[src/hdl/ala_pkg.sv]
`timescale 1ns / 1ps

package ala_pkg;

    // Field widths fixed by the stream format.
    localparam int SAMPLE_W   = 12;
    localparam int THR_W      = 12;
    localparam int GAIN_W     = 2;
    localparam int SUM_W      = 28;
    localparam int FACTOR_W   = 10;
    localparam int CFG_IDX_W  = 8;
    localparam int CFG_DATA_W = 12;
    localparam int S_TDATA_W  = 16;
    localparam int M_TDATA_W  = 32;

    localparam logic [SUM_W-1:0] SUM_MAX = 28'h0FFF_FFFF;

    // Gain indexes of the photo amplifier.
    localparam logic [GAIN_W-1:0] GAIN_X1    = 2'd0;
    localparam logic [GAIN_W-1:0] GAIN_X30   = 2'd1;
    localparam logic [GAIN_W-1:0] GAIN_X1000 = 2'd2;
    localparam logic [GAIN_W-1:0] TOP_GAIN   = GAIN_X1000;

    // Configuration register indexes.
    localparam logic [CFG_IDX_W-1:0] REG_HIGH_THRESHOLD = 8'd0;
    localparam logic [CFG_IDX_W-1:0] REG_LOW_THRESHOLD  = 8'd1;
    localparam logic [CFG_IDX_W-1:0] REG_GAIN_CEILING   = 8'd2;
    localparam logic [CFG_IDX_W-1:0] REG_GAIN_FLOOR     = 8'd3;

    // Configuration reset values.
    localparam logic [THR_W-1:0]  HIGH_THRESHOLD_RST = 12'd3500;
    localparam logic [THR_W-1:0]  LOW_THRESHOLD_RST  = 12'd100;
    localparam logic [GAIN_W-1:0] GAIN_CEILING_RST   = GAIN_X1000;
    localparam logic [GAIN_W-1:0] GAIN_FLOOR_RST     = GAIN_X1;

    typedef struct packed {
        logic [THR_W-1:0]  high_threshold;
        logic [THR_W-1:0]  low_threshold;
        logic [GAIN_W-1:0] gain_ceiling;
        logic [GAIN_W-1:0] gain_floor;
    } ala_cfg_t;

    typedef struct packed {
        logic              gain_changed;
        logic [GAIN_W-1:0] gain_index;
        logic [SUM_W-1:0]  brightness_sum;
    } ala_result_t;

    // Amplifier gain factor for a gain index; the unused code maps to the top gain.
    function automatic logic [FACTOR_W-1:0] gain_factor(input logic [GAIN_W-1:0] gain);
        logic [FACTOR_W-1:0] factor;
        case (gain)
            GAIN_X1:  factor = 10'd1;
            GAIN_X30: factor = 10'd30;
            default:  factor = 10'd1000;
        endcase
        return factor;
    endfunction

endpackage

[src/hdl/ala_cfg_regs.sv]
`timescale 1ns / 1ps

module ala_cfg_regs (
    input  logic                             aclk,
    input  logic                             aresetn,
    input  logic                             cfg_valid,
    output logic                             cfg_ready,
    input  logic [ala_pkg::CFG_IDX_W-1:0]    cfg_index,
    input  logic [ala_pkg::CFG_DATA_W-1:0]   cfg_data,
    output ala_pkg::ala_cfg_t                cfg
);

    ala_pkg::ala_cfg_t cfg_reg;

    assign cfg_ready = 1'b1;
    assign cfg      = cfg_reg;

    // Writes to indexes past the last register are dropped.
    always_ff @(posedge aclk) begin
        if (!aresetn) begin
            cfg_reg.high_threshold <= ala_pkg::HIGH_THRESHOLD_RST;
            cfg_reg.low_threshold  <= ala_pkg::LOW_THRESHOLD_RST;
            cfg_reg.gain_ceiling   <= ala_pkg::GAIN_CEILING_RST;
            cfg_reg.gain_floor     <= ala_pkg::GAIN_FLOOR_RST;
        end else if (cfg_valid) begin
            case (cfg_index)
                ala_pkg::REG_HIGH_THRESHOLD: begin
                    cfg_reg.high_threshold <= cfg_data[ala_pkg::THR_W-1:0];
                end
                ala_pkg::REG_LOW_THRESHOLD: begin
                    cfg_reg.low_threshold <= cfg_data[ala_pkg::THR_W-1:0];
                end
                ala_pkg::REG_GAIN_CEILING: begin
                    cfg_reg.gain_ceiling <= cfg_data[ala_pkg::GAIN_W-1:0];
                end
                ala_pkg::REG_GAIN_FLOOR: begin
                    cfg_reg.gain_floor <= cfg_data[ala_pkg::GAIN_W-1:0];
                end
                default: begin
                end
            endcase
        end
    end

endmodule

[src/hdl/ala_step.sv]
`timescale 1ns / 1ps

module ala_step #(
    parameter int ADC_FULL_SCALE = 4095,
    parameter int AVERAGE_SHIFT  = 6
) (
    input  logic [ala_pkg::SAMPLE_W-1:0] adc_sample,
    input  logic [ala_pkg::SUM_W-1:0]    acc,
    input  logic [ala_pkg::GAIN_W-1:0]   gain,
    input  ala_pkg::ala_cfg_t            cfg,
    output ala_pkg::ala_result_t         result
);

    localparam int INV_W  = $clog2(ADC_FULL_SCALE + 1);
    localparam int CMP_W  = (INV_W > ala_pkg::SAMPLE_W) ? INV_W : ala_pkg::SAMPLE_W;
    localparam int PROD_W = INV_W + ala_pkg::FACTOR_W;
    localparam int ACC_W  = ala_pkg::SUM_W + 1;

    logic [CMP_W-1:0]              sample_ext;
    logic [CMP_W-1:0]              full_ext;
    logic [CMP_W-1:0]              inv_wide;
    logic [INV_W-1:0]              inv;
    logic [ala_pkg::SUM_W-1:0]     leak;
    logic [PROD_W-1:0]             product;
    logic [ACC_W-1:0]              sum;
    logic [ala_pkg::GAIN_W-1:0]    ceil_eff;
    logic                          raise;
    logic                          lower;

    assign sample_ext = CMP_W'(adc_sample);
    assign full_ext   = CMP_W'(ADC_FULL_SCALE);

    // Readings above full scale invert to zero.
    assign inv_wide = (sample_ext > full_ext) ? '0 : (full_ext - sample_ext);
    assign inv      = inv_wide[INV_W-1:0];

    assign leak    = acc - (acc >> AVERAGE_SHIFT);
    assign product = PROD_W'(inv) * PROD_W'(ala_pkg::gain_factor(gain));
    assign sum     = ACC_W'(leak) + ACC_W'(product);

    // A ceiling code above the top gain acts as the top gain.
    assign ceil_eff = (cfg.gain_ceiling > ala_pkg::TOP_GAIN) ? ala_pkg::TOP_GAIN
                                                             : cfg.gain_ceiling;

    assign raise = (inv_wide > CMP_W'(cfg.high_threshold)) && (gain < ceil_eff);
    assign lower = !raise && (inv_wide < CMP_W'(cfg.low_threshold))
                   && (gain > cfg.gain_floor);

    always_comb begin
        result.brightness_sum = (sum > ACC_W'(ala_pkg::SUM_MAX)) ? ala_pkg::SUM_MAX
                                                                 : sum[ala_pkg::SUM_W-1:0];
        if (raise) begin
            result.gain_index = gain + 2'd1;
        end else if (lower) begin
            result.gain_index = gain - 2'd1;
        end else begin
            result.gain_index = gain;
        end
        result.gain_changed = raise || lower;
    end

endmodule

[src/hdl/autoranging_light_averager_top.sv]
`timescale 1ns / 1ps

// Autoranging light averager: a 64-point style exponential average of an
// inverted photodiode reading, with automatic stepping of the amplifier gain.
// Input channel s_*: one raw 12-bit converter reading per item. Result channel
// m_*: one item for every input item, holding the saturated 28-bit average
// accumulator, the gain index now in use and a flag that is set when this
// item moved the gain up or down.
// The cfg_* channel writes the thresholds and the gain ceiling and floor. It
// is always ready, and it should be used only while no item is in flight.
// An item accepted into the input register is worked through the step logic and
// its result is loaded into the output register once that register is empty or
// being drained; m_tvalid rises when the result is loaded. One item can be taken
// on every cycle while the receiver keeps m_tready high; the loop that sets
// this rate is the accumulator and gain register, updated once per item.
// When the receiver stalls, the finished result waits in the output register
// and one more item is still taken into the input register; only then does
// s_tready fall. Reset (aresetn low at a clock edge) empties both registers,
// clears the accumulator, sets the lowest gain and restores the register
// reset values.
module autoranging_light_averager_top #(
    parameter int ADC_FULL_SCALE = 4095,
    parameter int AVERAGE_SHIFT  = 6
) (
    input  logic                                 aclk,
    input  logic                                 aresetn,
    // Input stream.
    input  logic                                 s_tvalid,
    output logic                                 s_tready,
    input  logic [ala_pkg::S_TDATA_W-1:0]        s_tdata,   // [11:0] adc_sample, zero fill
    // Result stream.
    output logic                                 m_tvalid,
    input  logic                                 m_tready,
    output logic [ala_pkg::M_TDATA_W-1:0]        m_tdata,   // [27:0] brightness_sum,
                                                             // [29:28] gain_index,
                                                             // [30] gain_changed, zero fill
    // Configuration writes.
    input  logic                                 cfg_valid,
    output logic                                 cfg_ready,
    input  logic [ala_pkg::CFG_IDX_W-1:0]        cfg_index,
    input  logic [ala_pkg::CFG_DATA_W-1:0]       cfg_data
);

    ala_pkg::ala_cfg_t              cfg;
    ala_pkg::ala_result_t           step_result;

    logic                           in_valid_reg;
    logic [ala_pkg::SAMPLE_W-1:0]   in_sample_reg;
    logic                           out_valid_reg;
    ala_pkg::ala_result_t           out_result_reg;
    logic [ala_pkg::SUM_W-1:0]      acc_reg;
    logic [ala_pkg::GAIN_W-1:0]     gain_reg;
    logic                           advance;

    ala_cfg_regs u_cfg (
        .aclk      (aclk),
        .aresetn   (aresetn),
        .cfg_valid (cfg_valid),
        .cfg_ready (cfg_ready),
        .cfg_index (cfg_index),
        .cfg_data  (cfg_data),
        .cfg       (cfg)
    );

    ala_step #(
        .ADC_FULL_SCALE (ADC_FULL_SCALE),
        .AVERAGE_SHIFT  (AVERAGE_SHIFT)
    ) u_step (
        .adc_sample (in_sample_reg),
        .acc        (acc_reg),
        .gain       (gain_reg),
        .cfg        (cfg),
        .result     (step_result)
    );

    // The held item moves on when the output register is empty or being drained.
    assign advance  = in_valid_reg && (!out_valid_reg || m_tready);
    assign s_tready = !in_valid_reg || advance;

    always_ff @(posedge aclk) begin
        if (!aresetn) begin
            in_valid_reg  <= 1'b0;
            out_valid_reg <= 1'b0;
            acc_reg       <= '0;
            gain_reg      <= ala_pkg::GAIN_X1;
        end else begin
            if (s_tvalid && s_tready) begin
                in_valid_reg <= 1'b1;
            end else if (advance) begin
                in_valid_reg <= 1'b0;
            end
            if (advance) begin
                out_valid_reg <= 1'b1;
                acc_reg       <= step_result.brightness_sum;
                gain_reg      <= step_result.gain_index;
            end else if (m_tready) begin
                out_valid_reg <= 1'b0;
            end
        end
    end

    // Payload registers carry no reset.
    always_ff @(posedge aclk) begin
        if (s_tvalid && s_tready) begin
            in_sample_reg <= s_tdata[ala_pkg::SAMPLE_W-1:0];
        end
        if (advance) begin
            out_result_reg <= step_result;
        end
    end

    assign m_tvalid = out_valid_reg;
    assign m_tdata  = ala_pkg::M_TDATA_W'(out_result_reg);

    // The gain register never reaches the unused code, even with a ceiling of three.
    a_gain_in_range: assert property (@(posedge aclk) disable iff (!aresetn)
        gain_reg <= ala_pkg::TOP_GAIN)
        else $error("gain index left the valid range");

    // Accumulator and gain move only when an item is worked.
    a_state_hold: assert property (@(posedge aclk) disable iff (!aresetn)
        !advance |=> ($stable(acc_reg) && $stable(gain_reg)))
        else $error("state changed without an item");

    // A shown result always matches the state it left behind.
    a_result_matches_state: assert property (@(posedge aclk) disable iff (!aresetn)
        out_valid_reg |-> (out_result_reg.brightness_sum == acc_reg
                           && out_result_reg.gain_index == gain_reg))
        else $error("result disagrees with state");

    // The change flag is set exactly when the gain moved on that item.
    a_change_flag: assert property (@(posedge aclk) disable iff (!aresetn)
        advance |=> (out_result_reg.gain_changed == (gain_reg != $past(gain_reg))))
        else $error("gain change flag wrong");

    // A held item that cannot move on stays in the input register.
    a_input_held: assert property (@(posedge aclk) disable iff (!aresetn)
        (in_valid_reg && !advance) |=> in_valid_reg)
        else $error("held item lost");

endmodule
[config.mk]
export PLATFORM = sky130hd
export DESIGN_NAME = autoranging_light_averager_top
export DESIGN_NICKNAME = d
export VERILOG_FILES = /design/src/hdl/ala_pkg.sv /design/src/hdl/ala_cfg_regs.sv /design/src/hdl/ala_step.sv /design/src/hdl/autoranging_light_averager_top.sv
export SDC_FILE = /design/constraint.sdc
export NUM_CORES = 1
export LEC_CHECK = 0
export BUFFER_PORTS_ARGS = -buffer_cell sky130_fd_sc_hd__buf_2
export CORE_AREA = 2 2 155 157
export DETAILED_ROUTE_END_ITERATION = 8
export DIE_AREA = 0 0 157 159
export GPL_ROUTABILITY_DRIVEN = 0
export GPL_TIMING_DRIVEN = 0
export MAX_ROUTING_LAYER = met4
export PLACE_DENSITY_LB_ADDON = 0.1
export SETUP_SLACK_MARGIN = 0.3
export SLEW_MARGIN = 20
export SYNTH_ARGS = -nofsm -noshare
export SYNTH_HDL_FRONTEND = slang
export SYNTH_SLANG_ARGS = --single-unit
[constraint.sdc]
create_clock -name aclk -period 9.6 [get_ports aclk]
set_input_delay 0.48 -clock aclk [delete_from_list [all_inputs] [get_ports aclk]]
set_output_delay 0.48 -clock aclk [all_outputs]
set_load 0.005 [all_outputs]
Word level (Yosys, flattened, before mapping)

Index checks and enable logic that the tools add are counted.

Add/sub/neg operators: 5
Multiply operators: 1
Divide/modulo/power cells: 0
Order comparisons: 7
Equal/unequal tests: 4
Shifts and indexed selects: 0
Mux-type cells: 10
Bitwise operators: 0
Reduce and logical (&&, ||, !) cells: 19

Operators by type and width:

| operator                 | number |
|---|---|
| $add A28 B22 Y29         | 1 |
| $gt A29 B28 Y1 const B   | 1 |
| $mux W28                 | 1 |
| $sub A28 B22 Y28         | 1 |
| $mul A12 B10 Y22         | 1 |
| $pmux W10 S2             | 1 |
| $eq A8 B2 Y1 const B     | 2 |
| $gt A12 B12 Y1           | 1 |
| $gt A12 B12 Y1 const B   | 1 |
| $lt A12 B12 Y1           | 1 |
| $mux W12                 | 1 |
| $sub A12 B12 Y12 const A | 1 |
| $eq A8 B1 Y1 const B     | 1 |
| $logic_not A8 Y1         | 1 |
| $reduce_and A2 Y1        | 4 |
| $mux W2                  | 3 |
| $logic_and A1 B1 Y1      | 5 |
| $mux W1                  | 4 |
| $reduce_bool A2 Y1       | 2 |
| $logic_not A1 Y1         | 3 |
| $logic_or A1 B1 Y1       | 3 |
| $add A2 B1 Y2 const B    | 1 |
| $eq A2 B1 Y1 const B     | 1 |
| $gt A2 B2 Y1             | 1 |
| other kinds (4)          | 4 |

Bits in registers: 103
Bits in latches: 0
RAM bits: 0
Memory bits (read-only): 0
Bits of input ports: 41
Output and inout bits: 35
Word-level logic and storage cells: 58
Memories: 0

Depth between registers and ports, before layout

Word-level depth: 9
Depth in mapped cells: 27
Gate-level depth less buffers: 26

Cells and area by module

From an unflattened synthesis, not the netlist that was laid out.

Cells, all modules: 1171
Area, all modules: 10612.7 um2

By module, submodules not included:

| module                         | times used | cells an instance | area an instance (um2) | seq. area each (um2) |
|---|---|---|---|---|
| ala_step                       | 1          | 868               | 6782.8                 | 0.0 |
| autoranging_light_averager_top | 1          | 185               | 2621.3                 | 1931.9 |
| ala_cfg_regs                   | 1          | 118               | 1208.7                 | 560.5 |

Worst setup path after synthesis

No wires, ideal clock.

Path kind: register to register
Start point: register gain_reg[0] in the netlist's numbering
End point: register acc_reg[7] in the netlist's numbering
Setup time: 0.070 ns
Arrival: 6.279 ns
Required time: 9.530 ns
Setup slack: 3.251 ns
Stages on the path, launching flop included: 25
Path buffers: 3
Clock period less this slack: 6.349 ns
Cells stage by stage: dfxtp_1 -> inv_1 -> ha_1 -> or2_2 -> clkbuf_1 -> clkbuf_1 -> nor2_1 -> ha_1 -> fa_1 -> inv_1 -> fa_1 -> inv_1 -> fa_1 -> fa_1 -> inv_1 -> ha_1 -> and3_1 -> o211ai_1 -> a21o_1 -> a21oi_1 -> o21bai_2 -> nor4b_4 -> buf_6 -> nor2_1 -> a21oi_1

Word-level cells in the longest chain between the ends: 6
Elaborated cells between the ends (all ways): 7
Classes of those cells: add/sub (1); mul (1); order compare (1); eq/ne (1); mux (2); reduce/logical (1)

RTL lines:

| item                                             | RTL line                             | text |
|---|---|---|
| start: declaration                               | autoranging_light_averager_top.sv:52 | `logic [ala_pkg::GAIN_W-1:0] gain_reg;` |
| start signal: assignment                         | autoranging_light_averager_top.sv:85 | `gain_reg <= ala_pkg::GAIN_X1;` |
| start signal: assignment                         | autoranging_light_averager_top.sv:95 | `gain_reg <= step_result.gain_index;` |
| $eq A2 B1 Y1 or $logic_not A2 Y1 (tied branches) | ala_pkg.sv:52                        | `case (gain)` |
| $pmux W10 S2 (*)                                 | ala_pkg.sv:52                        |  |
| $mul A12 B10 Y22 (*)                             | ala_step.sv:38                       | `assign product = PROD_W'(inv) * PROD_W'(ala_pkg::gain_factor(gain));` |
| $add A28 B22 Y29 (*)                             | ala_step.sv:39                       | `assign sum = ACC_W'(leak) + ACC_W'(product);` |
| $gt A29 B28 Y1                                   | ala_step.sv:50                       | `result.brightness_sum = (sum > ACC_W'(ala_pkg::SUM_MAX)) ? ala_pkg::SUM_MAX` |
| $mux W28 (*)                                     | ala_step.sv:50                       |  |
| end signal: assignment                           | autoranging_light_averager_top.sv:94 | `acc_reg <= step_result.brightness_sum;` |
| end: declaration                                 | autoranging_light_averager_top.sv:51 | `logic [ala_pkg::SUM_W-1:0] acc_reg;` |

Mark *: on every way between the ends. The rest lies on a longest branch, timed or not.
A chain may end at the register's enable or synchronous reset.

Final worst setup path

Start point: register gain_reg[0] in the netlist's numbering
End point: register acc_reg[5] in the netlist's numbering

The elaborated chain is that of the path after synthesis.

==> qor.txt <==
status - finished, final reports clean
reg-to-reg endpoint - acc_reg[5]
number of clock sinks - 103
Post-synth EDFFs - 43
GRT Util Overall - 21.9%
async set-reset flop share out of synthesis - 0%
Via Count - 7,924
Synth cell types - 71
Worst EP arrival - 7930 ps
mux share of post-synthesis cell area - 2.34%
pin count of the biggest net entering global routing - 36
Max-cap violations - 0
Avg Inst Size Synth - 9.01 sq um
core area - 23,200 sq um
synthesized area - 10,300 sq um
Final ANT Viol Nets - 0
total of warnings raised by yosys - 0
CP endpoint kind - flip-flop
ranking of synthesized cells by area - fa_1 (17%), ha_1 (15%), edfxtp_1 (13%)
Max Clk Rate - 131 MHz
top-count cell post-synth - inv_1
WHS - 293 ps
Syn Inst Count - 1,144
clk slew on worst S/H paths - 90 ps
Worst Setup Start Kind - flip-flop
grt ovf - 0
Post-CTS Setup Inserts - 0
largest family of logic cells by synthesized area - adder cells
worst path required time - 9890 ps
worst slew pin tran - 905 ps
row count - 56
pre-CTS setup slack - 2050 ps
drt first pass iters - 5
Rel. slew slack - 38.9%
initial antenna violation count - 0
Layout fillers - 2,271
port bufs - 68
first-pass GRT wire length - 41,500 um
CTS H-tree depth - 3
Final setup viols - 0
io pins - 76
Yosys reg bits - 103
Root Driver - clkbuf_16
CP max FO - 10
clock period minus worst slack - 7640 ps
die width - 157 um
Worst R2R Path Depth - 24
Detail Placement HPWL - 20,800 um
Synth top cells by count - inv_1 (220), ha_1 (120), fa_1 (89), a21oi_1 (69), nor2_1 (68)
syn nets - 1,394
post-route setup slack - 1960 ps
RSZ-0062 raised after global routing - false
Hold Path Class - input pin to flip-flop
# DRC - 0
hold buffers post-CTS - 0
Post-Synth Adder-Cell Area - 31.8%
Area Growth Syn to Fin - 10.3%
Num CTS Buffers - 9
vias in the first global route - 8,029
max reg flops - 31
worst skew pair latency - 360 ps
Final Cycle Share - 79.6%
part of the Yosys area used for sequential elements - 24.2%
critical path class - flip-flop to flip-flop
Setup TNS Final - 0 ps
Critical Path Source - gain_reg[0]
Synth Area in Compound Gates - 14.3%
Die H - 159 um
Die Area - 25,000 sq um
Most used DFF post-synth - dfxtp_1
PostCTS Resize Cnt - 0
Synth top area share - 17.3%
maximum buffer depth of the clock tree - 2
register-to-register setup slack - 1960 ps
reg-to-reg critical path startpoint - gain_reg[0]
TritonCTS clock tree - built
WL per Instance - 16.2 um
Ant. Diodes - 0
nets - 1,474
starting density of the core - 44.5%
crit path to - acc_reg[5]
largest area contributor in the netlist - fa_1
fin. max-slew vios - 0
Clock Skews - 12.2 ps
Post-Synth Simple-Gate Area - 13.1%
vias per inst - 5.12
Initial DRC Count - 423
aggregate routed wire length - 25,100 um
count of final hold-check violations - 0
fraction of layout cells with a size suffix above 1 - 9.85%
Synth Area in XOR/XNOR - 4.42%
cell families (layout without fill, tap and decap cells):
logic type / count (synthesis) / after routing
other: 2 / 2
adders and majority gates: 209 / 209
xor gates and xnor gates: 52 / 52
muxes: 24 / 24
buffers and inverters: 259 / 344
DFF: 103 / 103
and+or+nand+nor: 267 / 267
AOI/OAI and AO/OA: 228 / 228
worst max-delay path, cell delays in order (launching register included):
cell and delay [ps]:
dfxtp_1 350, inv_1 230, ha_1 370, or2_2 170
clkbuf_1 360, clkbuf_1 430, nor2_1 170, ha_1 340
fa_1 460, fa_1 530, fa_1 550, inv_1 60
fa_1 530, inv_1 40, ha_1 390, nand3_1 140
a2111oi_1 610, nor3_1 150, a21o_1 230, a21oi_1 220
o21bai_2 170, nor4b_4 590, buf_6 220, nor2_1 80
a21oi_1 140
layer usage:
metal / vias to the layer above / track usage (%) / wire length (um) / part of all wire (%)
li1: 3954 / - / - / -
met5: - / - / 0 / 0
met4: 0 / 4.34 / 322 / 1.3
met1: 3854 / 28.8 / 11600 / 46
met2: 101 / 36.9 / 12500 / 50
met3: 15 / 2.07 / 670 / 2.7
worst min-delay path by stage:
stage / from / endpoint / slack, ps / depth (start not counted)
3_3_place_gp: u_cfg.cfg[10] / u_cfg.cfg[10] / 460 / 2
5_1_grt: s_tdata[2] / in_sample_reg[2] / 280 / 1
2_1_floorplan: u_cfg.cfg[10] / u_cfg.cfg[10] / 440 / 2
4_1_cts: s_tdata[2] / in_sample_reg[2] / 280 / 1
3_5_place_dp: u_cfg.cfg[3] / u_cfg.cfg[3] / 470 / 2
6_report: s_tdata[2] / in_sample_reg[2] / 290 / 1
cells in the final DEF, fill, tap and decap left out, drive strengths merged, types with 3 or more instances in the layout:
cell type / netlist / routed
nor2b: 40 / 40
o21a: 13 / 13
a211oi: 10 / 10
o21ai: 48 / 48
nand3: 14 / 14
and2: 4 / 4
a21o: 30 / 30
o2111ai: 3 / 3
o211ai: 10 / 10
ha: 120 / 120
a21oi: 71 / 71
buf: 12 / 81
edfxtp: 43 / 43
mux2i: 23 / 23
and3: 10 / 10
or3: 3 / 3
a221oi: 3 / 3
o21bai: 3 / 3
xor2: 17 / 17
a2111oi: 5 / 5
o31ai: 3 / 3
nor3: 13 / 13
nor4: 6 / 6
nand2: 67 / 67
or2: 11 / 11
nand2b: 10 / 10
fa: 89 / 89
clkbuf: 27 / 37
a31oi: 10 / 10
nor2: 68 / 68
and4: 3 / 3
xnor2: 35 / 35
o31a: 3 / 3
nand4: 9 / 9
a21boi: 3 / 3
inv: 220 / 226
dfxtp: 60 / 60
cell type report:
| class | instances | area, sq um | area share [%] |
|---|---|---|---|
| multi-input cells | 782 | 6820 | 59.9 |
| flip-flops and latches | 103 | 2490 | 21.9 |
| inverters | 220 | 826 | 7.26 |
| well taps | 319 | 399 | 3.51 |
| repair buffers | 69 | 360 | 3.17 |
| clock buffers | 10 | 250 | 2.20 |
| plain buffers | 39 | 175 | 1.54 |
| clock inverters | 6 | 55.1 | 0.484 |
stage by stage:
stage | util, % | area [sq um] | cells
global placement | 47.6 | 11000 | 1531
floorplan | - | 10300 | 1144
detailed placement | 47.7 | 11100 | 1532
CTS | 49.1 | 11400 | 1548
global route | 49.1 | 11400 | 1548
finish | 49.1 | 11400 | 1548
Power is not shown: default switching activity piles up to over one toggle a cycle in this logic, so the estimate is an artifact.
